===== src/rtl/htw_pkg.sv =====
`timescale 1ns / 1ps
`default_nettype none
package htw_pkg;

   localparam int TABLE_DEPTH_DEF = 32;
   localparam int BUCKET_BITS_DEF = 8;
   localparam int MAX_RESULTS     = 32;
   localparam int FIRE_CNT_W      = $clog2(MAX_RESULTS);

   // request modes
   localparam logic [1:0] MODE_SCHED  = 2'd0;
   localparam logic [1:0] MODE_CANCEL = 2'd1;
   localparam logic [1:0] MODE_TICK   = 2'd2;
   localparam logic [1:0] MODE_QUERY  = 2'd3;

   // result kinds
   localparam logic [2:0] KIND_SCHED  = 3'd0;
   localparam logic [2:0] KIND_CANCEL = 3'd1;
   localparam logic [2:0] KIND_FIRED  = 3'd2;
   localparam logic [2:0] KIND_NONE   = 3'd3;
   localparam logic [2:0] KIND_QUERY  = 3'd4;

   // slot scan operations
   localparam logic [1:0] SCAN_CANCEL = 2'd0;
   localparam logic [1:0] SCAN_MARK   = 2'd1;
   localparam logic [1:0] SCAN_FIND   = 2'd2;
   localparam logic [1:0] SCAN_QUERY  = 2'd3;

   // result builders
   localparam logic [2:0] EMIT_SCHED  = 3'd0;
   localparam logic [2:0] EMIT_CANCEL = 3'd1;
   localparam logic [2:0] EMIT_FIRE   = 3'd2;
   localparam logic [2:0] EMIT_NONE   = 3'd3;
   localparam logic [2:0] EMIT_QUERY  = 3'd4;

   typedef struct packed {
      logic [1:0]  mode;
      logic [31:0] delay_ticks;
      logic [31:0] target_id;
   } req_type;

   typedef struct packed {
      logic [2:0]         kind;
      logic [31:0]        timer_id;
      logic               ok;
      logic signed [31:0] next_expiry;
      logic               last;
   } rsp_type;

   typedef struct packed {
      logic       load;
      logic       issue;
      logic [1:0] scan_op;
      logic       clear_best;
      logic       qcalc;
      logic       emit;
      logic [2:0] emit_sel;
      logic       fire_final;
   } cmd_type;

   typedef struct packed {
      logic out_free;
      logic any_due;
      logic fire_last;
   } sts_type;

endpackage
`default_nettype wire


===== src/rtl/htw_datapath.sv =====
`timescale 1ns / 1ps
`default_nettype none
module htw_datapath #(
   parameter int TABLE_DEPTH = htw_pkg::TABLE_DEPTH_DEF,
   parameter int BUCKET_BITS = htw_pkg::BUCKET_BITS_DEF,
   localparam int AW = $clog2(TABLE_DEPTH)
) (
   input  wire logic             clock,
   input  wire logic             reset,
   input  wire htw_pkg::cmd_type cmd,
   input  wire logic [AW-1:0]    rd_addr,
   input  wire htw_pkg::req_type req_data,
   output htw_pkg::sts_type      sts,
   output logic                  rsp_valid,
   input  wire logic             rsp_stall,
   output htw_pkg::rsp_type      rsp_data
);

   logic [TABLE_DEPTH-1:0] valid_ff, due_ff;
   logic [31:0]            mem_id  [TABLE_DEPTH];
   logic [63:0]            mem_exp [TABLE_DEPTH];

   logic [63:0]   now_ff;
   logic [31:0]   next_id_ff, delay_ff, target_ff;
   logic          rd_live_ff;
   logic [AW-1:0] rd_slot_ff;
   logic [31:0]   rd_id_ff;
   logic [63:0]   rd_exp_ff;
   logic          best_have_ff, found_ff;
   logic [AW-1:0] best_slot_ff;
   logic [31:0]   best_id_ff;
   logic [63:0]   best_exp_ff;
   logic          le_ff;
   logic [63:0]   diff_ff;
   logic          rsp_valid_ff;
   htw_pkg::rsp_type rsp_ff, rsp_in;

   logic          free_hit;
   logic [AW-1:0] free_idx;
   logic          due_rest, fire_last, out_free;
   logic          rd_valid, mark_due;

   always_comb begin
      free_hit = 1'b0;
      free_idx = '0;
      for (int i = TABLE_DEPTH - 1; i >= 0; i--) begin
         if (!valid_ff[i]) begin
            free_hit = 1'b1;
            free_idx = AW'(i);
         end
      end
   end

   assign due_rest  = |(due_ff & ~(TABLE_DEPTH'(1) << best_slot_ff));
   assign fire_last = cmd.fire_final | ~due_rest;
   assign out_free  = ~rsp_valid_ff | ~rsp_stall;
   assign rd_valid  = valid_ff[rd_slot_ff];
   assign mark_due  = rd_valid && (rd_exp_ff[BUCKET_BITS-1:0] == now_ff[BUCKET_BITS-1:0])
                      && (rd_exp_ff <= now_ff);

   assign sts.out_free  = out_free;
   assign sts.any_due   = |due_ff;
   assign sts.fire_last = fire_last;

   // slot memories: one write port, one registered read port
   always_ff @(posedge clock) begin
      if (cmd.emit && cmd.emit_sel == htw_pkg::EMIT_SCHED && free_hit) begin
         mem_id[free_idx]  <= next_id_ff;
         mem_exp[free_idx] <= now_ff + {32'd0, delay_ff};
      end
      rd_id_ff   <= mem_id[rd_addr];
      rd_exp_ff  <= mem_exp[rd_addr];
      rd_slot_ff <= rd_addr;
   end

   always_ff @(posedge clock) begin
      if (reset) begin
         valid_ff     <= '0;
         due_ff       <= '0;
         now_ff       <= '0;
         next_id_ff   <= '0;
         rd_live_ff   <= 1'b0;
         best_have_ff <= 1'b0;
         found_ff     <= 1'b0;
         rsp_valid_ff <= 1'b0;
      end else begin
         rd_live_ff <= cmd.issue;
         if (cmd.load) begin
            delay_ff  <= req_data.delay_ticks;
            target_ff <= req_data.target_id;
            if (req_data.mode == htw_pkg::MODE_TICK) now_ff <= now_ff + 64'd1;
         end
         if (cmd.clear_best) begin
            best_have_ff <= 1'b0;
            found_ff     <= 1'b0;
         end else if (rd_live_ff) begin
            case (cmd.scan_op)
               htw_pkg::SCAN_CANCEL: begin
                  if (!found_ff && rd_valid && rd_id_ff == target_ff) begin
                     found_ff             <= 1'b1;
                     valid_ff[rd_slot_ff] <= 1'b0;
                  end
               end
               htw_pkg::SCAN_MARK: due_ff[rd_slot_ff] <= mark_due;
               htw_pkg::SCAN_FIND: begin
                  if (due_ff[rd_slot_ff] && (!best_have_ff || rd_id_ff < best_id_ff)) begin
                     best_have_ff <= 1'b1;
                     best_slot_ff <= rd_slot_ff;
                     best_id_ff   <= rd_id_ff;
                  end
               end
               htw_pkg::SCAN_QUERY: begin
                  if (rd_valid && (!best_have_ff || rd_exp_ff < best_exp_ff)) begin
                     best_have_ff <= 1'b1;
                     best_exp_ff  <= rd_exp_ff;
                  end
               end
               default: ;
            endcase
         end
         if (cmd.emit) begin
            case (cmd.emit_sel)
               htw_pkg::EMIT_SCHED: begin
                  if (free_hit) begin
                     valid_ff[free_idx] <= 1'b1;
                     next_id_ff         <= next_id_ff + 32'd1;
                  end
               end
               htw_pkg::EMIT_FIRE: begin
                  valid_ff[best_slot_ff] <= 1'b0;
                  due_ff[best_slot_ff]   <= 1'b0;
               end
               default: ;
            endcase
         end
         if (cmd.emit) rsp_valid_ff <= 1'b1;
         else if (!rsp_stall) rsp_valid_ff <= 1'b0;
      end
   end

   always_ff @(posedge clock) begin
      if (cmd.qcalc) begin
         le_ff   <= best_exp_ff <= now_ff;
         diff_ff <= best_exp_ff - now_ff;
      end
      if (cmd.emit) rsp_ff <= rsp_in;
   end

   always_comb begin
      rsp_in             = '0;
      rsp_in.last        = 1'b1;
      case (cmd.emit_sel)
         htw_pkg::EMIT_SCHED: begin
            rsp_in.kind     = htw_pkg::KIND_SCHED;
            rsp_in.ok       = free_hit;
            rsp_in.timer_id = free_hit ? next_id_ff : 32'd0;
         end
         htw_pkg::EMIT_CANCEL: begin
            rsp_in.kind     = htw_pkg::KIND_CANCEL;
            rsp_in.ok       = found_ff;
            rsp_in.timer_id = target_ff;
         end
         htw_pkg::EMIT_FIRE: begin
            rsp_in.kind     = htw_pkg::KIND_FIRED;
            rsp_in.ok       = 1'b1;
            rsp_in.timer_id = best_id_ff;
            rsp_in.last     = fire_last;
         end
         htw_pkg::EMIT_NONE: rsp_in.kind = htw_pkg::KIND_NONE;
         htw_pkg::EMIT_QUERY: begin
            rsp_in.kind = htw_pkg::KIND_QUERY;
            rsp_in.ok   = 1'b1;
            if (!best_have_ff) rsp_in.next_expiry = -32'sd1;
            else if (le_ff) rsp_in.next_expiry = 32'sd0;
            else if (diff_ff[63:31] != 33'd0) rsp_in.next_expiry = 32'sh7fffffff;
            else rsp_in.next_expiry = signed'({1'b0, diff_ff[30:0]});
         end
         default: ;
      endcase
   end

   assign rsp_valid = rsp_valid_ff;
   assign rsp_data  = rsp_ff;

endmodule
`default_nettype wire


===== config.mk =====
export PLATFORM = sky130hd
export DESIGN_NAME = htw_datapath
export DESIGN_NICKNAME = d
export VERILOG_FILES = /design/src/rtl/htw_pkg.sv /design/src/rtl/htw_datapath.sv
export SDC_FILE = /design/constraint.sdc
export NUM_CORES = 2
export LEC_CHECK = 0
export BUFFER_PORTS_ARGS = -buffer_cell sky130_fd_sc_hd__buf_2
export CORE_AREA = 2 2 499 501
export DETAILED_ROUTE_END_ITERATION = 10
export DIE_AREA = 0 0 501 503
export GPL_TIMING_DRIVEN = 0
export PLACE_DENSITY = 0.72
export RECOVER_POWER = 25
export SKIP_LAST_GASP = 1
export SLEW_MARGIN = 0
export SYNTH_ARGS = -nofsm -noshare
export SYNTH_HDL_FRONTEND = slang
export SYNTH_SLANG_ARGS = --single-unit

===== constraint.sdc =====
create_clock -name clock -period 14.1 [get_ports clock]
set_clock_uncertainty 0.1 [all_clocks]
set_input_delay 1.41 -clock clock [delete_from_list [all_inputs] [get_ports clock]]
set_output_delay 1.41 -clock clock [all_outputs]
set_load 0.005 [all_outputs]

* Yosys cells after proc, flatten, opt, wreduce, memory -nomap -nowiden
Memories as Yosys holds them, arrays and structs flattened. A register that Yosys moved wholly into a read port is not among the register bits.
Cells that the tools add are included.
** Cells by class
- Div/mod/pow operators :: 0
- Mux-type cells :: 103
- Eq/ne operators :: 13
- Reduce and logical (&&, ||, !) cells :: 30
- Shift operators :: 1
- Multipliers :: 0
- Add/sub/neg operators :: 4
- $lt $le $gt $ge :: 10
- Bitwise logic cells :: 15
** Operators with widths (number)
- $mux 32 :: 16
- $mux 5 :: 32
- $and 32x32->32 :: 4
- $le 64x64->1 :: 2
- $not 32->32 :: 3
- $pmux 32 s3 :: 1
- $add 64x1->64 const B :: 1
- $add 64x32->64 :: 1
- $lt 64x64->1 :: 1
- $pmux 32 s2 :: 1
- $reduce_or 32->1 :: 2
- $sub 64x64->64 :: 1
- $mux 1 :: 43
- $reduce_bool 33->1 :: 1
- $add 32x1->32 const B :: 1
- $bwmux 32 :: 1
- $eq 32x32->1 :: 1
- $lt 32x32->1 :: 1
- $or 32x32->32 :: 1
- $shl 1x5->32 const A :: 1
- $mux 31 :: 1
- $lt 5x6->1 const B :: 3
- $demux 1 s5 :: 3
- $ge 5x1->1 const B :: 3
- other kinds (24) :: 51
** Word-level totals
- Logic and storage cells :: 199
- Memories kept :: 2
- Bits in registers :: 468
- Output and inout port bits :: 73
- Memory bits (writable) :: 3072
- Bits in latches :: 0
- Memory bits (read-only) :: 0
** Memories
- mem_exp :: words 32, bits a word 64, read ports 1, clocked after Yosys merged registers in 1, write ports 1, RTL line htw_datapath.sv:21 : logic [63:0] mem_exp [TABLE_DEPTH];
- mem_id :: words 32, bits a word 32, read ports 1, clocked after Yosys merged registers in 1, write ports 1, RTL line htw_datapath.sv:20 : logic [31:0] mem_id [TABLE_DEPTH];

* Logic depth before layout (Yosys ltp)
- Word-level depth :: 40
- Gate-level depth with buffers :: 13
- Depth with buffers taken out :: 12

* Least setup slack after synthesis
Ideal clock, no wire load.
- Path type :: input-to-reg
- From :: in cmd[3] in the netlist's numbering
- To :: mem mem_exp[30][0], enable pin
- Buffers on the path :: 0
- Required time :: 13.448 ns
- Stages on the path :: 7
- Data arrival time :: 6.562 ns
- Slack :: 6.886 ns
- Library setup time :: 0.552 ns
- Cell sequence :: nor2_1 > nand2_1 > nor3_1 > nand2_1 > nor2_1 > nand3_1 > nor2_1
** On the way
- Longest elaborated chain between the ends :: 5
** Ends and longest elaborated chain
- from (decl) :: RTL line htw_datapath.sv:10 : input wire htw_pkg::cmd_type cmd,
- $logic_not 3->1 :: RTL line htw_datapath.sv:67 : if (cmd.emit && cmd.emit_sel == htw_pkg::EMIT_SCHED && free_hit) begin
- $logic_and 1x1->1 (2 in a row) :: RTL line htw_datapath.sv:67
- $mux 1 :: RTL line htw_datapath.sv:67
- $mux 1 (not written as such) :: RTL line htw_datapath.sv:69 : mem_exp[free_idx] <= now_ff + {32'd0, delay_ff};
- to (decl) :: RTL line htw_datapath.sv:21
Every way passes these cells.

* Worst setup path in the final report
- From :: in cmd[4] in the netlist's numbering
- To :: mem mem_exp[23][23], enable pin
** On the way
- Longest elaborated chain between the ends :: 4
** Ends and longest elaborated chain (RTL line)
- $logic_and 1x1->1 (2 in a row) :: htw_datapath.sv:67
- $mux 1 :: htw_datapath.sv:67
- $mux 1 (not written as such) :: htw_datapath.sv:69
Every way passes these cells.

==> summary.txt <==
Status
  • Status: complete, but fails checks
  • Failing checks: capacitance limit, slew limit

Routing
  • Vias per cell: 6.95
  • First-pass DRT Iterations: 9
  • DR WL/cell: approximately 37 um
  • First DRT Iteration DRCs: around 13k
  • Final wirelength: ~440 mm
  • Drc violations: 0
  • Final ANT Viol Nets: 0
  • Via count: roughly 83k

Placed design
  • Worst slack, placed: 7.81 ns
  • Post-DP HPWL: about 290 mm
  • GP Congestion: 0.938
  • Number of I/O port buffers: ~160
  • Post-Place Cells: roughly 11k

Clock tree
  • Hold buffer count at CTS: 0
  • Post-CTS resize count: 0
  • Clk pin slew, worst setup/hold paths: roughly 0.06 ns
  • CTS Buffer Depth: 4
  • Clk Latency, worst-skew pair: roughly 0.98 ns
  • H-tree levels: 5
  • Setup Buffers After CTS: 0
  • CTS sink cnt: about 3.6k
  • Total CTS buffers: ~370
  • CTS Root Cell: clkbuf_16
  • CTS tree: done

Power
  • Pwr dens: around 130 mW/mm2
  • Pwr Total: about 22 mW
  • Sw Pwr: 4.71 mW
  • Power Internal: approximately 18 mW
  • Gate power share: under 10%
  • Pleak: around 59 nW
  • Seq pwr share: approximately 53%
  • Switching Share: about a fifth
  • Clock Power Share: a little over two fifths
  • Maximum vdd drop: roughly 0.15 mV

Die
  • Die height: 503 um
  • Rows: ~180
  • Io pins: about 160
  • DIE AREA: around 0.25 mm2
  • Initial core utilization: about three fifths
  • Core area: 0.247 mm2
  • Width of the die: roughly 500 um

Timing
  • Highest clock rate: about 120 MHz
  • Final hold vios: 0
  • Min Tclk post-route: 8.45 ns
  • Setup Viol. Count Final: 0
  • Actual slew at the worst max-slew pin: approximately 4.0 ns
  • Max-slew headroom: -169%
  • Final WS setup: between 5 and 6 ns
  • Setup TNS: 0 ns
  • RSZ-0062 raised after global routing: no
  • Max Slew Vio Count: approximately 300
  • Part of the cycle the worst path needs: around three fifths

Yosys
  • Post-synth ARST share: 0%
  • Unique masters post-synth: between 80 and 90
  • Post-synth EDFFs: about 3.4k
  • Post-Syn Area: 0.147 mm2
  • Post-Syn Area per Cell: 19.4 um2
  • Synth Net Count: 7933
  • Post-Syn Instances: 7590
  • Seq/Total Area, Yosys: around 72%
  • Dominant register cell in the synthesized netlist: edfxtp_1
  • Ys Warns: 0
  • Post-synthesis register bit count: about 3.6k

Cells and area
  • Fraction of layout cells with a size suffix above 1: 24.1%
  • Area grow syn2layout: 15.0%
  • Non-filler instance count after layout: between 10k and 15k
  • Leading cell type in the layout, fill and taps excluded: edfxtp_1
  • Final #Nets: 8713
  • # fillers: about 15k
  • Commonest non-fill, non-tap cells in the layout: edfxtp_1, mux4_2, clkbuf_1
  • Fin util: between 60% and 70%

GRT
  • Largest net degree at the start of global routing: 52
  • Number of global-route vias before repair: ~81k
  • GR Overflow Total: 0
  • Global router's overall resource usage: a little over a third
  • First-pass GRT wire length: 612 mm
  • Initial antenna violation count: 35

Hold path
  • Hold Path Origin: rd_exp_ff[32]$_DFF_P_
  • Hold Crit Class: reg -> reg

Worst setup path
  • CP Class: in -> reg
  • Crit path launch: cmd[4]
  • R2R Path Start: rd_slot_ff[2]$_DFF_P_
  • Critical Path Fanout Max: roughly 50
  • WP data required: about 15 ns
  • Critical Path AT: between 8 and 9 ns
  • Worst Setup Start Kind: primary input
  • Worst setup EP type: flop

Job
  • Max cap viols: 11
-- power by group through the flow --
stage | registers [mW] | clock network (mW) | logic (mW)
6_report | 11.8 | 9.69 | 0.888
5_1_grt | 11.8 | 10.1 | 0.931
4_1_cts | 11.8 | 9.73 | 0.894
3_5_place_dp | 12.0 | 0 | 0.884
3_3_place_gp | 12.0 | 0 | 0.835
2_1_floorplan | 12.0 | 0 | 0.501
-- critical path, stage by stage --
cell and delay (ns):
clkbuf_1 1.27, clkbuf_1 2.91, clkbuf_1 0.94, nand3_1 0.62
nor2_4 0.95, buf_12 0.29, buf_12 0.22, buf_12 0.23
-- path summary, 6_finish.rpt --
kind,end,slack (ns),cells past startpoint
max,mem_exp[23][23]$_DFFE_PP_,5.65,8
min reg2reg,best_exp_ff[32]$_DFFE_PP_,0.33,0
min,best_exp_ff[32]$_DFFE_PP_,0.33,0
max reg2reg,best_exp_ff[51]$_DFFE_PP_,8.34,9
-- layout make-up --
| class | count | area (um2) | area share (%) |
|---|---|---|---|
| Timing Repair Buffer | 405 | 5360 | 3.17 |
| Buffer | 350 | 1360 | 0.803 |
| Clock inverter | 194 | 1870 | 1.10 |
| Sequential cell | 3636 | 107000 | 62.9 |
| Tap cell | 3237 | 4050 | 2.39 |
| Clock buffer | 468 | 9960 | 5.88 |
| Inverter | 247 | 927 | 0.548 |
| Multi-Input combinational cell | 3357 | 39200 | 23.1 |
| Antenna cell | 24 | 60.1 | 0.0355 |
-- cells by family after synthesis --
group	synth area share [%]
flip-flops	72.3
adder cells (fa/ha/maj)	2.20
XOR/XNOR	1.33
buffers and inverters	1.53
AO/OA/AOI/OAI	3.53
AND/OR/NAND/NOR	3.35
multiplexers	15.7
-- per-layer routing --
| metal | part of all wire (%) | GRT usage [%] | vias up |
|---|---|---|---|
| li1 | - | - | 32800 |
| met1 | 35 | 47.2 | 42900 |
| met2 | 47 | 54.8 | 6037 |
| met3 | 13 | 9.41 | 1067 |
| met4 | 5.0 | 14.7 | 26 |
| met5 | 0.039 | 0 | - |
-- Yosys cell counts, types with 9 or more instances --
library cell / instances / area share, %
o21bai_1: 20 / 0.10
a31oi_1: 21 / 0.089
and2_1: 15 / 0.064
nand2_1: 205 / 0.52
o21a_1: 32 / 0.16
a21o_1: 83 / 0.42
mux2_2: 100 / 0.76
mux4_2: 976 / 15
a211oi_1: 20 / 0.10
buf_1: 45 / 0.11
nand3_1: 84 / 0.29
o21ai_0: 143 / 0.49
nand4_1: 98 / 0.42
o211ai_1: 39 / 0.20
or3_1: 31 / 0.13
nor3_1: 61 / 0.21
xor2_1: 60 / 0.36
a21oi_1: 229 / 0.78
and3_1: 30 / 0.13
a211o_1: 11 / 0.065
o31ai_1: 12 / 0.061
xnor2_1: 163 / 0.97
clkbuf_1: 299 / 0.76
and4_1: 19 / 0.11
ha_1: 256 / 2.2
nor3b_1: 17 / 0.087
nor4_1: 36 / 0.15
a222oi_1: 32 / 0.22
nor2b_1: 25 / 0.11
a311oi_1: 34 / 0.20
or4_1: 10 / 0.051
o21ai_1: 42 / 0.14
a22oi_1: 9 / 0.046
nand2b_1: 21 / 0.089
nor2_1: 302 / 0.77
dfxtp_1: 265 / 3.6
inv_1: 240 / 0.61
edfxtp_1: 3371 / 69
-- registers in the layout, indices dropped and copies added, names as in the netlist, 64 cells and up --
name / count
best_exp_ff: 64
diff_ff: 64
mem_exp: 2048
mem_id: 1024
now_ff: 64
rd_exp_ff: 64
rsp_data: 69
-- through the flow --
stage / cell area (um2) / hold WS, ns
final: 169000 / 0.333
after global routing: 169000 / 0.351
after CTS: 169000 / 0.338
after detailed placement: 158000 / 0.324
after global placement: 152000 / 0.314
after floorplan: 147000 / 0.306
Note: power is estimated with default switching activity, not from simulation.
