File: config.mk
export PLATFORM = sky130hd
export DESIGN_NAME = htw_control
export DESIGN_NICKNAME = d
export VERILOG_FILES = /design/src/rtl/htw_pkg.sv /design/src/rtl/htw_control.sv
export SDC_FILE = /design/constraint.sdc
export NUM_CORES = 1
export LEC_CHECK = 0
export BUFFER_PORTS_ARGS = -buffer_cell sky130_fd_sc_hd__buf_4
export CAP_MARGIN = 15
export CORE_ASPECT_RATIO = 1.25
export CORE_MARGIN = 2
export CORE_UTILIZATION = 59
export DETAILED_ROUTE_END_ITERATION = 6
export MAX_ROUTING_LAYER = met4
export PLACE_DENSITY = 0.85
export SKIP_LAST_GASP = 1
export SYNTH_ARGS = -nofsm -noshare
export SYNTH_HDL_FRONTEND = slang
export SYNTH_SLANG_ARGS = --single-unit
File: constraint.sdc
create_clock -name clock -period 3.75 [get_ports clock]
set_input_delay 0.1875 -clock clock [delete_from_list [all_inputs] [get_ports clock]]
set_output_delay 0.1875 -clock clock [all_outputs]
set_load 0.01 [all_outputs]
File: src/rtl/htw_pkg.sv
`timescale 1ns / 1ps
`default_nettype none
package htw_pkg;

   localparam int TABLE_DEPTH_DEF = 32;
   localparam int BUCKET_BITS_DEF = 8;
   localparam int MAX_RESULTS     = 32;
   localparam int FIRE_CNT_W      = $clog2(MAX_RESULTS);

   // request modes
   localparam logic [1:0] MODE_SCHED  = 2'd0;
   localparam logic [1:0] MODE_CANCEL = 2'd1;
   localparam logic [1:0] MODE_TICK   = 2'd2;
   localparam logic [1:0] MODE_QUERY  = 2'd3;

   // result kinds
   localparam logic [2:0] KIND_SCHED  = 3'd0;
   localparam logic [2:0] KIND_CANCEL = 3'd1;
   localparam logic [2:0] KIND_FIRED  = 3'd2;
   localparam logic [2:0] KIND_NONE   = 3'd3;
   localparam logic [2:0] KIND_QUERY  = 3'd4;

   // slot scan operations
   localparam logic [1:0] SCAN_CANCEL = 2'd0;
   localparam logic [1:0] SCAN_MARK   = 2'd1;
   localparam logic [1:0] SCAN_FIND   = 2'd2;
   localparam logic [1:0] SCAN_QUERY  = 2'd3;

   // result builders
   localparam logic [2:0] EMIT_SCHED  = 3'd0;
   localparam logic [2:0] EMIT_CANCEL = 3'd1;
   localparam logic [2:0] EMIT_FIRE   = 3'd2;
   localparam logic [2:0] EMIT_NONE   = 3'd3;
   localparam logic [2:0] EMIT_QUERY  = 3'd4;

   typedef struct packed {
      logic [1:0]  mode;
      logic [31:0] delay_ticks;
      logic [31:0] target_id;
   } req_type;

   typedef struct packed {
      logic [2:0]         kind;
      logic [31:0]        timer_id;
      logic               ok;
      logic signed [31:0] next_expiry;
      logic               last;
   } rsp_type;

   typedef struct packed {
      logic       load;
      logic       issue;
      logic [1:0] scan_op;
      logic       clear_best;
      logic       qcalc;
      logic       emit;
      logic [2:0] emit_sel;
      logic       fire_final;
   } cmd_type;

   typedef struct packed {
      logic out_free;
      logic any_due;
      logic fire_last;
   } sts_type;

endpackage
`default_nettype wire

File: src/rtl/htw_control.sv
`timescale 1ns / 1ps
`default_nettype none
module htw_control #(
   parameter int TABLE_DEPTH = htw_pkg::TABLE_DEPTH_DEF,
   localparam int AW = $clog2(TABLE_DEPTH),
   localparam int CW = $clog2(TABLE_DEPTH + 1)
) (
   input  wire logic             clock,
   input  wire logic             reset,
   input  wire logic             req_valid,
   output logic                  req_stall,
   input  wire logic [1:0]       req_mode,
   input  wire htw_pkg::sts_type sts,
   output htw_pkg::cmd_type      cmd,
   output logic [AW-1:0]         rd_addr
);

   localparam logic [3:0] ST_IDLE  = 4'd0;
   localparam logic [3:0] ST_SCHED = 4'd1;
   localparam logic [3:0] ST_CSCAN = 4'd2;
   localparam logic [3:0] ST_CEMIT = 4'd3;
   localparam logic [3:0] ST_MSCAN = 4'd4;
   localparam logic [3:0] ST_TPICK = 4'd5;
   localparam logic [3:0] ST_FSCAN = 4'd6;
   localparam logic [3:0] ST_FEMIT = 4'd7;
   localparam logic [3:0] ST_QSCAN = 4'd8;
   localparam logic [3:0] ST_QCALC = 4'd9;
   localparam logic [3:0] ST_QEMIT = 4'd10;

   logic [3:0]                      state_ff, state_in;
   logic [CW-1:0]                   cnt_ff, cnt_in;
   logic [htw_pkg::FIRE_CNT_W-1:0]  fire_ff, fire_in;
   logic                            scan_end;

   assign scan_end  = cnt_ff == CW'(TABLE_DEPTH);
   assign req_stall = state_ff != ST_IDLE;
   assign rd_addr   = cmd.issue ? cnt_ff[AW-1:0] : '0;

   always_comb begin
      state_in       = state_ff;
      cnt_in         = cnt_ff;
      fire_in        = fire_ff;
      cmd            = '0;
      cmd.fire_final = fire_ff == htw_pkg::FIRE_CNT_W'(htw_pkg::MAX_RESULTS - 1);
      case (state_ff)
         ST_IDLE: begin
            if (req_valid) begin
               cmd.load       = 1'b1;
               cmd.clear_best = 1'b1;
               cnt_in         = '0;
               case (req_mode)
                  htw_pkg::MODE_SCHED:  state_in = ST_SCHED;
                  htw_pkg::MODE_CANCEL: state_in = ST_CSCAN;
                  htw_pkg::MODE_TICK:   state_in = ST_MSCAN;
                  default:              state_in = ST_QSCAN;
               endcase
            end
         end
         ST_SCHED: begin
            cmd.emit_sel = htw_pkg::EMIT_SCHED;
            if (sts.out_free) begin
               cmd.emit = 1'b1;
               state_in = ST_IDLE;
            end
         end
         ST_CSCAN, ST_MSCAN, ST_FSCAN, ST_QSCAN: begin
            case (state_ff)
               ST_CSCAN: cmd.scan_op = htw_pkg::SCAN_CANCEL;
               ST_MSCAN: cmd.scan_op = htw_pkg::SCAN_MARK;
               ST_FSCAN: cmd.scan_op = htw_pkg::SCAN_FIND;
               default:  cmd.scan_op = htw_pkg::SCAN_QUERY;
            endcase
            if (!scan_end) begin
               cmd.issue = 1'b1;
               cnt_in    = cnt_ff + CW'(1);
            end else begin
               case (state_ff)
                  ST_CSCAN: state_in = ST_CEMIT;
                  ST_MSCAN: state_in = ST_TPICK;
                  ST_FSCAN: state_in = ST_FEMIT;
                  default:  state_in = ST_QCALC;
               endcase
            end
         end
         ST_CEMIT: begin
            cmd.emit_sel = htw_pkg::EMIT_CANCEL;
            if (sts.out_free) begin
               cmd.emit = 1'b1;
               state_in = ST_IDLE;
            end
         end
         ST_TPICK: begin
            cmd.emit_sel = htw_pkg::EMIT_NONE;
            if (sts.any_due) begin
               cmd.clear_best = 1'b1;
               cnt_in         = '0;
               fire_in        = '0;
               state_in       = ST_FSCAN;
            end else if (sts.out_free) begin
               cmd.emit = 1'b1;
               state_in = ST_IDLE;
            end
         end
         ST_FEMIT: begin
            cmd.emit_sel = htw_pkg::EMIT_FIRE;
            if (sts.out_free) begin
               cmd.emit = 1'b1;
               if (sts.fire_last) begin
                  state_in = ST_IDLE;
               end else begin
                  cmd.clear_best = 1'b1;
                  cnt_in         = '0;
                  fire_in        = fire_ff + htw_pkg::FIRE_CNT_W'(1);
                  state_in       = ST_FSCAN;
               end
            end
         end
         ST_QCALC: begin
            cmd.qcalc = 1'b1;
            state_in  = ST_QEMIT;
         end
         ST_QEMIT: begin
            cmd.emit_sel = htw_pkg::EMIT_QUERY;
            if (sts.out_free) begin
               cmd.emit = 1'b1;
               state_in = ST_IDLE;
            end
         end
         default: state_in = ST_IDLE;
      endcase
   end

   always_ff @(posedge clock) begin
      if (reset) begin
         state_ff <= ST_IDLE;
         cnt_ff   <= '0;
         fire_ff  <= '0;
      end else begin
         state_ff <= state_in;
         cnt_ff   <= cnt_in;
         fire_ff  <= fire_in;
      end
   end

endmodule
`default_nettype wire

Word level (Yosys, flattened, before mapping)
Index checks and enable logic that the tools add are counted.
Widths: inputs -> output; s select.
{"block": "op_classes", "n_mux": 33, "reduce_logical": 10, "eq_ne": 20, "n_addsub": 2}
{"operator": "$mux 6", "count": 5}
{"operator": "$pmux 4 s3", "count": 2}
{"operator": "$pmux 4 s6", "count": 1}
{"operator": "$pmux 6 s4", "count": 1}
{"operator": "$mux 4", "count": 5}
{"operator": "$mux 5", "count": 4}
{"operator": "$pmux 4 s5", "count": 1}
{"operator": "$eq 4x3->1 const B", "count": 4}
{"operator": "$eq 4x4->1 const B", "count": 3}
{"operator": "$ne 2x2->1 const B", "count": 6}
{"operator": "$pmux 5 s2", "count": 1}
{"operator": "$mux 1", "count": 9}
{"operator": "$eq 4x2->1 const B", "count": 2}
{"operator": "$reduce_bool 4->1", "count": 2}
{"operator": "$add 6x1->6 const B", "count": 1}
{"operator": "$eq 6x6->1 const B", "count": 1}
{"operator": "$mux 3", "count": 2}
{"operator": "$pmux 2 s3", "count": 1}
{"operator": "$reduce_and 6->1", "count": 1}
{"operator": "$add 5x1->5 const B", "count": 1}
{"operator": "$eq 5x5->1 const B", "count": 1}
{"operator": "$eq 4x1->1 const B", "count": 1}
{"operator": "$logic_not 4->1", "count": 1}
{"operator": "$reduce_and 4->1", "count": 1}
{"operator": "other kinds (8)", "count": 8}
{"block": "word_totals", "out_inout_bits": 17, "in_bits": 8, "word_cells": 68, "reg_bits": 15}

Depth between registers and ports, before layout
Gate-level depths: netlist of the first run.
{"block": "logic_depth", "depth_word": 4, "ltp_mapped": 8}

Worst setup path after synthesis of the first run
OpenSTA, ideal clock, no wires.
{"block": "synth_path", "kind": "reg2reg", "from": "register cnt_ff[0]", "to": "register state_ff[3]", "t_arrival_ns": 1.777, "path_slack_ns": 1.906, "synth_period_minus_slack_ns": 1.844, "path_stages_with_launch": 8, "path_buffers": 0, "path_cell_list": "dfxtp_1 inv_1 ha_1 or3b_2 o211ai_1 o2111ai_1 or3_1 a21oi_2"}
{"block": "synth_via", "elab_chain_len": 3}
{"item": "from (decl)", "line": "htw_control.sv:31", "text": "logic [CW-1:0] cnt_ff, cnt_in;"}
{"item": "from (signal assigned)", "line": "htw_control.sv:140", "text": "cnt_ff <= cnt_in;"}
{"item": "$eq 6x6->1", "line": "htw_control.sv:35", "text": "assign scan_end = cnt_ff == CW'(TABLE_DEPTH);"}
{"item": "$ne 2x2->1 (no line)"}
{"item": "$reduce_and 3->1 (no line)"}
{"item": "to (signal assigned)", "line": "htw_control.sv:139", "text": "state_ff <= state_in;"}
{"item": "to (decl)", "line": "htw_control.sv:30", "text": "logic [3:0] state_ff, state_in;"}
Every way passes these cells.
A chain may end at the register's enable or synchronous reset.

Final worst setup path of the first run
{"block": "layout_path", "from": "register state_ff[1]", "to": "output port rd_addr[2]"}
{"block": "layout_via", "elab_chain_len": 4}
{"item": "$eq 4x3->1 (tied with other cells)", "line": "htw_control.sv:45", "text": "case (state_ff)"}
{"item": "$reduce_or 4->1 *", "line": "htw_control.sv:45"}
{"item": "$mux 3 *", "line": "htw_control.sv:45"}
{"item": "$mux 5 *", "line": "htw_control.sv:37", "text": "assign rd_addr = cmd.issue ? cnt_ff[AW-1:0] : '0;"}
{"item": "to (decl)", "line": "htw_control.sv:15", "text": "output logic [AW-1:0] rd_addr"}
Mark *: on every way between the ends. The rest lies on a longest branch, timed or not.

==> results of run 1 <==
worst register-to-register path: cells and delay by family (launching register included):
family	cells	cell delay (ns)
AND/OR/NAND/NOR	2	0.89
flip-flops	1	0.86
AO/OA/AOI/OAI	2	0.51
synthesized netlist by cell type, types with 4 or more instances:
library cell,number
sky130_fd_sc_hd__nor3_1,5
sky130_fd_sc_hd__clkbuf_1,6
sky130_fd_sc_hd__o21ai_0,5
sky130_fd_sc_hd__a21oi_1,14
sky130_fd_sc_hd__nand2_1,8
sky130_fd_sc_hd__and2_1,5
sky130_fd_sc_hd__a211oi_1,4
sky130_fd_sc_hd__dfxtp_1,15
sky130_fd_sc_hd__nand2b_1,10
sky130_fd_sc_hd__ha_1,4
sky130_fd_sc_hd__buf_2,4
sky130_fd_sc_hd__nand3_1,5
sky130_fd_sc_hd__nor2_1,20
power groups by stage:
stage	clock (mW)	combinational [mW]	sequential [mW]
after floorplan	0	0.514	0.199
after global placement	0	0.584	0.280
after detailed placement	0	0.604	0.282
after CTS	0.0997	0.606	0.279
after global routing	0.105	0.675	0.294
final	0.100	0.603	0.281
cell type report:
cell class	instances	share of cell area, %
clock buffers	3	1.55
clock inverters	1	0.343
inverters	3	0.773
multi-input cells	141	62.7
flip-flops and latches	15	20.6
well taps	20	1.72
repair buffers	24	12.4
cell families (layout without fill, tap and decap cells):
| kind of cell | count (synthesis) | after routing | share of synthesized area, % |
|---|---|---|---|
| AO/OA/AOI/OAI | 49 | 49 | 27.4 |
| AND/OR/NAND/NOR | 81 | 81 | 35.4 |
| multiplexers | 3 | 3 | 2.36 |
| XOR/XNOR | 4 | 4 | 2.76 |
| adder cells (fa/ha/maj) | 4 | 4 | 3.94 |
| flip-flops | 15 | 15 | 23.6 |
| buffers and inverters | 14 | 31 | 4.53 |
state kept, by name (all words and copies together) (netlist names):
signal    cells
fire_ff       5
cnt_ff        6
state_ff      4
routing by layer:
metal / share of wire (%) / wire length (microns) / up-vias / global-route usage, %
met3: 5.8 / 181 / 11 / 4.55
met5: 0 / 0 / - / -
met2: 51 / 1590 / 50 / 47.3
met1: 40 / 1260 / 629 / 34.0
li1: - / - / 650 / -
met4: 2.9 / 92 / 0 / 13.0
final timing paths:
path | startpoint | depth (start not counted) | slack [ns] | to
hold reg to reg | cnt_ff[5]$_SDFFE_PP0P_ | 1 | 0.48 | cnt_ff[5]$_SDFFE_PP0P_
hold / removal | reset | 2 | 0.15 | state_ff[3]$_SDFFE_PP0P_
setup / recovery | state_ff[1]$_SDFFE_PP0P_ | 4 | 1.16 | rd_addr[2]
setup reg to reg | state_ff[1]$_SDFFE_PP0P_ | 4 | 1.39 | cnt_ff[4]$_SDFFE_PP0P_
==> summary.txt, run 1 <==
Outcome
  • Result of the run: finished, final reports clean

Detailed routing
  • Post-detailed-route count of antenna-violating nets: 0
  • Via count: 1340
  • Iteration-0 DRC Markers: 43
  • Via-per-instance ratio: 6.47
  • DRC violation count after routing: 0
  • Routed WL: 3120 microns
  • Avg WL per Cell: 15.1 microns
  • Number of detailed-routing iterations run before antenna repair: 4

Floorplan
  • Die area: 2540 sq um
  • Top-level I/O count: 25
  • Placeable core region: 2000 sq um
  • Initial cell density of the core: 63.4%
  • Height of the die: 55.9 microns
  • X dimension of the die: 45.5 microns
  • Rows: 18

Yosys
  • Sequential-to-total area share from yosys stat: 23.6%
  • Synthesized area divided by synthesized cell count: 7.48 sq um
  • Post-Synthesis Cells: 170
  • Netlist Area Pre-Place: 1270 sq um
  • Async set-or-reset flop fraction in the synthesized netlist: 0%
  • Top-area cell type share of the netlist area: 23.6%
  • Dominant synthesized flop cell: sky130_fd_sc_hd__dfxtp_1
  • Most area-consuming cells after synthesis: sky130_fd_sc_hd__dfxtp_1 24%, sky130_fd_sc_hd__nor2_1 5.9%, sky130_fd_sc_hd__a21oi_1 5.5%, sky130_fd_sc_hd__nand2b_1 4.9%, sky130_fd_sc_hd__ha_1 3.9%
  • Nets in the synthesized netlist: 182
  • Synth warn: 0
  • Register bit total from synthesis: 15
  • Cell type with the highest aggregate area in the netlist: sky130_fd_sc_hd__dfxtp_1
  • Number of distinct library cell variants in the gate-level netlist after synthesis: 51
  • Number of enable-type register cells in the synthesized netlist: 0

Power and ir drop
  • Reg power frac: 28.5%
  • Overall power of the completed layout: 0.984 mW
  • Clk network pwr share: 10.2%
  • Design internal power: 0.497 mW
  • VDD IR-drop max: 0.000467 V
  • Net switching fraction of the power: 49.5%
  • Power per Cell Area: 675 nW/um^2
  • Combinational share of power: 61.3%
  • Switching component of the power: 0.488 mW
  • Static power due to leakage: 0.580 nW

Clocking
  • Source-to-sink clock delay at the later pin of the worst-skew pair: 0.30 ns
  • Clock Tree Root: sky130_fd_sc_hd__clkbuf_4
  • Number of gates resized after CTS: 0
  • Post-CTS clock slew at the launch and capture registers of the worst setup and hold paths: 0.10 ns
  • CTS hold repair buffers: 0
  • Buffers from clock root to sink, at most: 2
  • Clock tree sinks: 15
  • CTS tree: done
  • H-tree levels: 1
  • Setup Buffers After CTS: 0
  • CTS Buf Count: 3

Setup path
  • Top delay family on crit path: simple AND/OR/NAND/NOR gates
  • Category of the critical setup timing path: reg -> out
  • CP cell instances: nor3_1, nor3_1, and2_1, buf_4
  • Arrival time at the worst endpoint: 2.40 ns
  • Critical Path Fanout Max: 28
  • Slowest cell on the critical path: sky130_fd_sc_hd__dfxtp_1
  • Required arrival time at the worst endpoint: 3.56 ns
  • Kind of end point of the critical path: output port
  • Sum of buffers and inverters on the critical path: 1
  • Cell with the most instances on the worst path: sky130_fd_sc_hd__nor3_1
  • Critical Path Source Type: flop
  • Delay contributed by the slowest stage of the critical path: 0.86 ns

Layout
  • Count of antenna diodes in the layout: 0
  • Multi-input gate area in the final layout: 913 sq um
  • Ratio of cells with drive above 1 in the final layout: 20.3%
  • Area growth from synthesis to final layout: 14.7%
  • Most frequent standard cell in the layout excluding fill and tap cells: sky130_fd_sc_hd__buf_4
  • Area of all sequential standard cells: 300 sq um
  • Final core utilization: 72.7%
  • Non-Filler Instances: 207
  • # fillers: 170
  • Nets@finish: 200
  • Leading cell types in the layout, fill and taps excluded: 24 x sky130_fd_sc_hd__buf_4, 20 x sky130_fd_sc_hd__nor2_1, 15 x sky130_fd_sc_hd__dfxtp_1
  • Final Cell Area: 1460 sq um

Place
  • DP Area: 1430 sq um
  • HPWL after detailed placement: 2370 microns
  • Worst setup slack after placement: 1.43 ns
  • Routability congestion estimate: 0.845
  • Count of port buffers added during placement: 24
  • Cell count after placement: 203

STA
  • Setup repair after global routing missed its margin: false
  • Aggregate negative setup slack: 0 ns
  • Worst slew pin tran: 0.896 ns
  • Period Utilization, post-route: 69.1%
  • Shortest period the worst path allows: 2.59 ns
  • Worst setup skew after layout: 0.00188 ns
  • Final count of negative-setup-slack endpoints: 0
  • Final slew viol count: 0
  • Relative slew slack: 39.8%
  • Fmax achieved: 386 MHz
  • Count of endpoints failing hold in the final timing report: 0
  • Hold Slack: 0.149 ns
  • Least setup slack across all paths after layout: 1.16 ns

GRT
  • Pin count of the biggest net entering global routing: 29
  • Number of antenna violations at the first check in global routing: 0
  • Global-route wire length before repair: 5490 microns
  • Global route overflow: 0
  • Number of global-route vias before repair: 1247
  • All-Layer GR Usage: 29.2%

Min path
  • HP Class: in -> reg

Flow run
  • Count of maximum capacitance violations: 0
(Power assumes the default switching activity.)
==> run 2: changes to the inputs <==
ABC_AREA = 1   (was unset)
CORE_UTILIZATION = 48   (was 59)
PLACE_DENSITY = 0.75   (was 0.85)
clock period = 2.21 ns   (was 3.75 ns; I/O delays follow)
==> run 2 against run 1 <==
  * Clock skew rose by 0.0024 ns
  * Worst hold slack got worse by 0.11 ns
  * Sequential share of layout area rose by 0.89 points
  * Combinational power rose by 97%
  * Critical path type unchanged
  * Critical path depth rose by 5
  * Largest power group unchanged
  * Routed wire length fell by 5.6%
  * First-iteration DRC count rose by 9.3%
  * Critical endpoint is now cmd[6]
  * Clock power rose by 57%
  * Highest routed layer unchanged
==> summary.txt, run 2 <==
Detailed routing
  • Iteration-0 DRC Markers: 47 (was 43)
  • DRC violation count after routing: 0 (unchanged)
  • Avg WL per Cell: 11.7 microns (was 15.1 microns)
  • Via count: 1303 (was 1340)
  • Number of detailed-routing iterations run before antenna repair: 7 (was 4)
  • Post-detailed-route count of antenna-violating nets: 0 (unchanged)
  • Routed WL: 2950 microns (was 3120 microns)
  • Via-per-instance ratio: 5.17 (was 6.47)

Clocking
  • CTS Buf Count: 3 (unchanged)
  • CTS hold repair buffers: 0 (unchanged)
  • Buffers from clock root to sink, at most: 2 (unchanged)
  • Clock Tree Root: sky130_fd_sc_hd__clkbuf_4 (unchanged)
  • Post-CTS clock slew at the launch and capture registers of the worst setup and hold paths: 0.09 ns (was 0.10 ns)
  • H-tree levels: 1 (unchanged)
  • Source-to-sink clock delay at the later pin of the worst-skew pair: 0.29 ns (was 0.30 ns)
  • CTS tree: done (unchanged)
  • Clock tree sinks: 15 (unchanged)
  • Setup Buffers After CTS: 0 (unchanged)
  • Number of gates resized after CTS: 0 (unchanged)

Yosys
  • Dominant synthesized flop cell: sky130_fd_sc_hd__dfxtp_1 (unchanged)
  • Area fraction in and, or, nand and nor cells after synthesis: 49.7% (was 35.4%)
  • Number of distinct library cell variants in the gate-level netlist after synthesis: 24 (was 51)
  • Commonest cells in the netlist: 51 x sky130_fd_sc_hd__nand2_1, 30 x sky130_fd_sc_hd__nor2_1, 24 x sky130_fd_sc_hd__inv_1 (was 20 x sky130_fd_sc_hd__nor2_1, 15 x sky130_fd_sc_hd__dfxtp_1, 14 x sky130_fd_sc_hd__a21oi_1)
  • Post-Synthesis Cells: 195 (was 170)
  • Most area-consuming cells after synthesis: sky130_fd_sc_hd__dfxtp_1 26%, sky130_fd_sc_hd__nand2_1 16%, sky130_fd_sc_hd__nor2_1 9.7%, sky130_fd_sc_hd__inv_1 7.8%, sky130_fd_sc_hd__nand3_1 7.3% (was sky130_fd_sc_hd__dfxtp_1 24%, sky130_fd_sc_hd__nor2_1 5.9%, sky130_fd_sc_hd__a21oi_1 5.5%, sky130_fd_sc_hd__nand2b_1 4.9%, sky130_fd_sc_hd__ha_1 3.9%)
  • Cell type with the highest aggregate area in the netlist: sky130_fd_sc_hd__dfxtp_1 (unchanged)
  • Netlist Area Pre-Place: 1160 sq um (was 1270 sq um)
  • Main combinational cell family by area after synthesis: simple AND/OR/NAND/NOR gates (unchanged)
  • Synthesized area divided by synthesized cell count: 5.96 sq um (was 7.48 sq um)
  • Post-synthesis share of cell area spent on full adders, half adders and majority gates: 4.31% (was 3.94%)
  • Nets in the synthesized netlist: 207 (was 182)
  • Top-area cell type share of the netlist area: 25.8% (was 23.6%)
  • Async set-or-reset flop fraction in the synthesized netlist: 0% (unchanged)
  • Number of enable-type register cells in the synthesized netlist: 0 (unchanged)
  • Compound-cell area share of the yosys netlist: 9.69% (was 27.4%)
  • Synth warn: 0 (unchanged)
  • Xor/xnor cell area share of the yosys netlist: 0.753% (was 2.76%)
  • Register bit total from synthesis: 15 (unchanged)
  • Most common cell in the netlist: sky130_fd_sc_hd__nand2_1 (was sky130_fd_sc_hd__nor2_1)
  • Multiplexer share of the synthesized area: 0% (was 2.36%)
  • Sequential-to-total area share from yosys stat: 25.8% (was 23.6%)

Layout
  • Most flop-heavy register: cnt_ff (unchanged)
  • Count of antenna diodes in the layout: 0 (unchanged)
  • Biggest registers after layout: cnt_ff x6, fire_ff x5, state_ff x4 (unchanged)
  • Area growth from synthesis to final layout: 20.2% (was 14.7%)
  • Number of flip-flops in the largest register: 6 (unchanged)
  • Non-Filler Instances: 252 (was 207)
  • Leading cell types in the layout, fill and taps excluded: 51 x sky130_fd_sc_hd__nand2_1, 30 x sky130_fd_sc_hd__nor2_1, 24 x sky130_fd_sc_hd__inv_1, 24 x sky130_fd_sc_hd__buf_4, 17 x sky130_fd_sc_hd__nand3_1 (was 24 x sky130_fd_sc_hd__buf_4, 20 x sky130_fd_sc_hd__nor2_1, 15 x sky130_fd_sc_hd__dfxtp_1)
  • Ratio of cells with drive above 1 in the final layout: 21.3% (was 20.3%)
  • Nets@finish: 234 (was 200)
  • # fillers: 232 (was 170)
  • Most frequent standard cell in the layout excluding fill and tap cells: sky130_fd_sc_hd__nand2_1 (was sky130_fd_sc_hd__buf_4)

Power and ir drop
  • Combinational share of power: 67.4% (was 61.3%)
  • Static power due to leakage: 0.738 nW (was 0.580 nW)
  • Power per Cell Area: 1260 nW/um^2 (was 675 nW/um^2)
  • VDD IR-drop max: 0.000642 V (was 0.000467 V)
  • Design internal power: 0.824 mW (was 0.497 mW)
  • Clk network pwr share: 8.9% (was 10.2%)
  • Net switching fraction of the power: 53.3% (was 49.5%)
  • Reg power frac: 23.6% (was 28.5%)
  • Switching component of the power: 0.940 mW (was 0.488 mW)

Min path
  • HP Class: in -> reg (unchanged)
  • Startpoint of the most critical hold path: reset (unchanged)

STA
  • Period Utilization, post-route: 87.6%
  • Fmax achieved: 516 MHz
  • Relative slew slack: 77.9% (was 39.8%)
  • Final slew viol count: 0 (unchanged)
  • Final count of negative-setup-slack endpoints: 0 (unchanged)
  • Count of endpoints failing hold in the final timing report: 0 (unchanged)
  • Aggregate negative setup slack: 0 ns (unchanged)
  • Setup repair after global routing missed its margin: false (unchanged)
  • Worst setup skew after layout: 0.00431 ns (was 0.00188 ns)
  • Shortest period the worst path allows: 1.94 ns
  • Worst slew pin tran: 0.331 ns (was 0.896 ns)

Flow run
  • Count of maximum capacitance violations: 0 (unchanged)

Floorplan
  • Rows: 19 (was 18)
  • Placeable core region: 2260 sq um (was 2000 sq um)
  • Initial cell density of the core: 51.5% (was 63.4%)
  • Top-level I/O count: 25 (unchanged)
  • Height of the die: 59.0 microns (was 55.9 microns)
  • Die area: 2830 sq um (was 2540 sq um)
  • X dimension of the die: 48.0 microns (was 45.5 microns)

Place
  • Routability congestion estimate: 0.915 (was 0.845)
  • HPWL after detailed placement: 2420 microns (was 2370 microns)
  • Count of port buffers added during placement: 24 (unchanged)
  • Cell count after placement: 248 (was 203)

Setup path
  • Required arrival time at the worst endpoint: 2.10 ns (was 3.56 ns)
  • Arrival time at the worst endpoint: 1.83 ns (was 2.40 ns)
  • Critical Path Source Type: flop (unchanged)
  • Flop2flop setup slack: 0.63 ns (was 1.39 ns)
  • Category of the critical setup timing path: reg -> out (unchanged)
  • Kind of end point of the critical path: output port (unchanged)
  • Critical Path Fanout Max: 8 (was 28)
  • Launching point of the worst reg2reg path: state_ff[0]$_SDFFE_PP0P_ (was state_ff[1]$_SDFFE_PP0P_)
  • Critical path origin: state_ff[0]$_SDFFE_PP0P_ (was state_ff[1]$_SDFFE_PP0P_)

GRT
  • Pin count of the biggest net entering global routing: 10 (was 29)
  • Global-route wire length before repair: 4700 microns (was 5490 microns)
  • Global route overflow: 0 (unchanged)
  • All-Layer GR Usage: 23.6% (was 29.2%)
  • Number of antenna violations at the first check in global routing: 0 (unchanged)
  • Number of global-route vias before repair: 1203 (was 1247)

Outcome
  • Result of the run: finished, final reports clean (unchanged)
-- run 2: metal layers --
layer	global-route usage, %	wire length (microns)
met4	10.8	71
met5	-	0
met1	25.4	1270
met2	41.1	1480
met3	2.74	119
-- run 2: final cells by class --
type	count	area, sq um	share of cell area (%)
Multi-Input combinational cell	151	749	53.6
Sequential cell	15	300	21.5
Timing Repair Buffer	24	180	12.9
Inverter	27	101	7.25
Tap cell	31	38.8	2.78
Clock buffer	3	22.5	1.61
Clock inverter	1	5.00	0.358
-- run 2: logic make-up after synthesis --
family,after synthesis
XOR/XNOR,1
adder cells (fa/ha/maj),4
flip-flops,15
AND/OR/NAND/NOR,125
buffers and inverters,29
AO/OA/AOI/OAI,21
-- run 2: stage by stage --
step / utilization, % / worst slack [ns] / hold slack, ns / area (sq um) / power [mW]
after CTS: 61.9 / 0.267 / 0.0379 / 1400 / 1.78
after global placement: 60.7 / 0.589 / 0.344 / 1370 / 1.60
after detailed placement: 60.7 / 0.589 / 0.350 / 1370 / 1.61
after global routing: 61.9 / 0.0714 / 0.0425 / 1400 / 1.94
final: 61.9 / 0.273 / 0.0397 / 1400 / 1.76
after floorplan: - / 0.879 / 0.344 / 1160 / 1.25
-- run 2: critical path: stages (launching register included) --
cell,delay [ns]
sky130_fd_sc_hd__dfxtp_1,0.51
sky130_fd_sc_hd__nand2_1,0.17
sky130_fd_sc_hd__inv_1,0.10
sky130_fd_sc_hd__nand2_1,0.08
sky130_fd_sc_hd__nor2_1,0.13
sky130_fd_sc_hd__nand2_1,0.08
sky130_fd_sc_hd__nand2_2,0.13
sky130_fd_sc_hd__inv_1,0.10
sky130_fd_sc_hd__o21ai_0,0.09
sky130_fd_sc_hd__buf_4,0.15
-- run 2: power groups by stage --
stage          clock network [mW]  registers, mW  logic, mW
2_1_floorplan                   0          0.390      0.861
3_3_place_gp                    0          0.423       1.17
3_5_place_dp                    0          0.419       1.19
4_1_cts                     0.163          0.414       1.20
5_1_grt                     0.172          0.428       1.34
6_report                    0.157          0.417       1.19
-- run 2: final timing paths --
kind	end	cells after the start
setup / recovery	cmd[6]	9
hold / removal	fire_ff[2]$_SDFFE_PP0P_	2
setup reg to reg	state_ff[3]$_SDFFE_PP0P_	6
hold reg to reg	cnt_ff[3]$_SDFFE_PP0P_	2
==> run 3: changes to the inputs <==
HOLD_SLACK_MARGIN = 0.12   (was unset)
==> run 3 against run 2 <==
  * Non-clock buffer count rose by 1
  * Power is essentially flat
  * Die area unchanged
  * Sequential share of layout area is 0.15 points lower
  * Flip-flop and latch count is the same
  * Utilization grew 0.44 points
  * Global-route usage increased by 0.061 points
  * Via count did not move
  * Register-to-register slack is essentially flat
  * Count of clock-buffer cells in the layout unchanged
  * Setup slack barely moved
  * Critical endpoint unchanged
==> summary.txt, run 3 (synthesized netlist as in run 2, its figures left out) <==
Outcome
  • Result of the run: finished, final reports clean (unchanged)

STA
  • Shortest period the worst path allows: 1.94 ns (about the same)
  • Aggregate negative setup slack: 0 ns (unchanged)
  • Worst setup skew after layout: 0.00465 ns (was 0.00431 ns)
  • Fmax achieved: 516 MHz (about the same)
  • Count of endpoints failing hold in the final timing report: 0 (unchanged)
  • Worst slew pin tran: 0.328 ns (was 0.331 ns)
  • Period Utilization, post-route: 87.6% (about the same)
  • Final slew viol count: 0 (unchanged)
  • Setup repair after global routing missed its margin: false (unchanged)
  • Final count of negative-setup-slack endpoints: 0 (unchanged)
  • Relative slew slack: 78.1% (was 77.9%)

Floorplan
  • Placeable core region: 2260 sq um (unchanged)
  • Top-level I/O count: 25 (unchanged)
  • Height of the die: 59.0 microns (unchanged)
  • Initial cell density of the core: 51.5% (unchanged)
  • Rows: 19 (unchanged)
  • X dimension of the die: 48.0 microns (unchanged)
  • Die area: 2830 sq um (unchanged)

Layout
  • Area growth from synthesis to final layout: 21.1% (was 20.2%)
  • Most frequent standard cell in the layout excluding fill and tap cells: sky130_fd_sc_hd__nand2_1 (unchanged)
  • Ratio of cells with drive above 1 in the final layout: 21.2% (was 21.3%)
  • Number of flip-flops in the largest register: 6 (unchanged)
  • Nets@finish: 235 (was 234)
  • Biggest registers after layout: cnt_ff x6, fire_ff x5, state_ff x4 (unchanged)
  • Most flop-heavy register: cnt_ff (unchanged)
  • Count of antenna diodes in the layout: 0 (unchanged)
  • Final core utilization: 62.3% (was 61.9%)
  • Leading cell types in the layout, fill and taps excluded: 51 x sky130_fd_sc_hd__nand2_1, 30 x sky130_fd_sc_hd__nor2_1, 24 x sky130_fd_sc_hd__inv_1, 24 x sky130_fd_sc_hd__buf_4, 17 x sky130_fd_sc_hd__nand3_1 (unchanged)

Detailed routing
  • Avg WL per Cell: 11.7 microns (about the same)
  • Max Used Layer: met4 (unchanged)
  • Wire length on met3: 106 microns (was 119 microns)
  • Routed WL: 2950 microns (about the same)
  • M1 WL: 1290 microns (was 1270 microns)
  • Iteration-0 DRC Markers: 53 (was 47)
  • Via count: 1303 (unchanged)
  • Via-per-instance ratio: 5.15 (was 5.17)
  • Post-detailed-route count of antenna-violating nets: 0 (unchanged)
  • Detailed-routed wire length on met2: 1480 microns (about the same)
  • DRC violation count after routing: 0 (unchanged)
  • Number of detailed-routing iterations run before antenna repair: 5 (was 7)

Clocking
  • CTS Buf Count: 3 (unchanged)
  • Setup Buffers After CTS: 0 (unchanged)
  • Buffers from clock root to sink, at most: 2 (unchanged)
  • CTS hold repair buffers: 1 (was 0)
  • CTS tree: done (unchanged)
  • Post-CTS clock slew at the launch and capture registers of the worst setup and hold paths: 0.09 ns (about the same)
  • Source-to-sink clock delay at the later pin of the worst-skew pair: 0.29 ns (about the same)
  • Clock tree sinks: 15 (unchanged)
  • H-tree levels: 1 (unchanged)
  • Clock Tree Root: sky130_fd_sc_hd__clkbuf_4 (unchanged)
  • Number of gates resized after CTS: 0 (unchanged)

Setup path
  • Critical Path Fanout Max: 8 (unchanged)
  • Category of the critical setup timing path: reg -> out (unchanged)
  • Arrival time at the worst endpoint: 1.83 ns (about the same)
  • Kind of end point of the critical path: output port (unchanged)
  • Critical Path Source Type: flop (unchanged)
  • Required arrival time at the worst endpoint: 2.10 ns (about the same)

Min path
  • HP Class: in -> reg (unchanged)

GRT
  • Number of antenna violations at the first check in global routing: 0 (unchanged)
  • Global route overflow: 0 (unchanged)
  • Pin count of the biggest net entering global routing: 10 (unchanged)
  • All-Layer GR Usage: 23.7% (was 23.6%)
  • Global-route wire length before repair: 4710 microns (was 4700 microns)
  • Number of global-route vias before repair: 1205 (was 1203)

Power and ir drop
  • Power per Cell Area: 1250 nW/um^2 (was 1260 nW/um^2)
  • VDD IR-drop max: 0.000642 V (about the same)
  • Static power due to leakage: 0.742 nW (was 0.738 nW)

Place
  • Count of port buffers added during placement: 24 (unchanged)
  • Routability congestion estimate: 0.915 (unchanged)
  • HPWL after detailed placement: 2420 microns (unchanged)

Flow run
  • Count of maximum capacitance violations: 0 (unchanged)
## run 3: area by class of cell
class | count | area (sq um)
clock inverters | 1 | 5.00
flip-flops and latches | 15 | 300
inverters | 27 | 101
fillers | 231 | 851
repair buffers | 25 | 190
well taps | 31 | 38.8
clock buffers | 3 | 22.5
multi-input cells | 151 | 749
## run 3: worst paths after layout
kind	startpoint	to	slack, ns	cells after the start
hold / removal	sts[1]	fire_ff[3]$_SDFFE_PP0P_	0.18	4
setup / recovery	state_ff[0]$_SDFFE_PP0P_	cmd[6]	0.27	9
setup reg to reg	state_ff[0]$_SDFFE_PP0P_	state_ff[3]$_SDFFE_PP0P_	0.63	6
hold reg to reg	cnt_ff[3]$_SDFFE_PP0P_	cnt_ff[3]$_SDFFE_PP0P_	0.49	2
## run 3: critical path, stage by stage (launching register included)
cell and delay (ns):
sky130_fd_sc_hd__dfxtp_1 0.51, sky130_fd_sc_hd__nand2_1 0.17, sky130_fd_sc_hd__inv_1 0.10, sky130_fd_sc_hd__nand2_1 0.08, sky130_fd_sc_hd__nor2_1 0.13, sky130_fd_sc_hd__nand2_1 0.08
sky130_fd_sc_hd__nand2_2 0.13, sky130_fd_sc_hd__inv_1 0.10, sky130_fd_sc_hd__o21ai_0 0.09, sky130_fd_sc_hd__buf_4 0.15
## run 3: report_power, final
group	total [mW]	switching [mW]	leakage (nW)	internal (mW)
combinational	1.19	0.760	0.603	0.432
sequential	0.417	0.0910	0.122	0.326
clock	0.157	0.0895	0.0177	0.0674
## run 3: through the flow
| stage | hold slack (ns) | setup WS [ns] | instance area, sq um | power, mW | std cells |
|---|---|---|---|---|---|
| after floorplan | 0.344 | 0.879 | 1160 | 1.25 | 195 |
| after global placement | 0.344 | 0.589 | 1370 | 1.60 | 248 |
| after detailed placement | 0.350 | 0.589 | 1370 | 1.61 | 248 |
| after CTS | 0.176 | 0.267 | 1410 | 1.78 | 253 |
| after global routing | 0.191 | 0.0714 | 1410 | 1.94 | 253 |
| final | 0.184 | 0.273 | 1410 | 1.77 | 253 |
## run 3: metal layers
layer / vias up / track usage, %
li1: 675 / -
met1: 583 / 25.6
met2: 36 / 41.1
met3: 9 / 2.74
met4: 0 / 10.8
met5: - / -
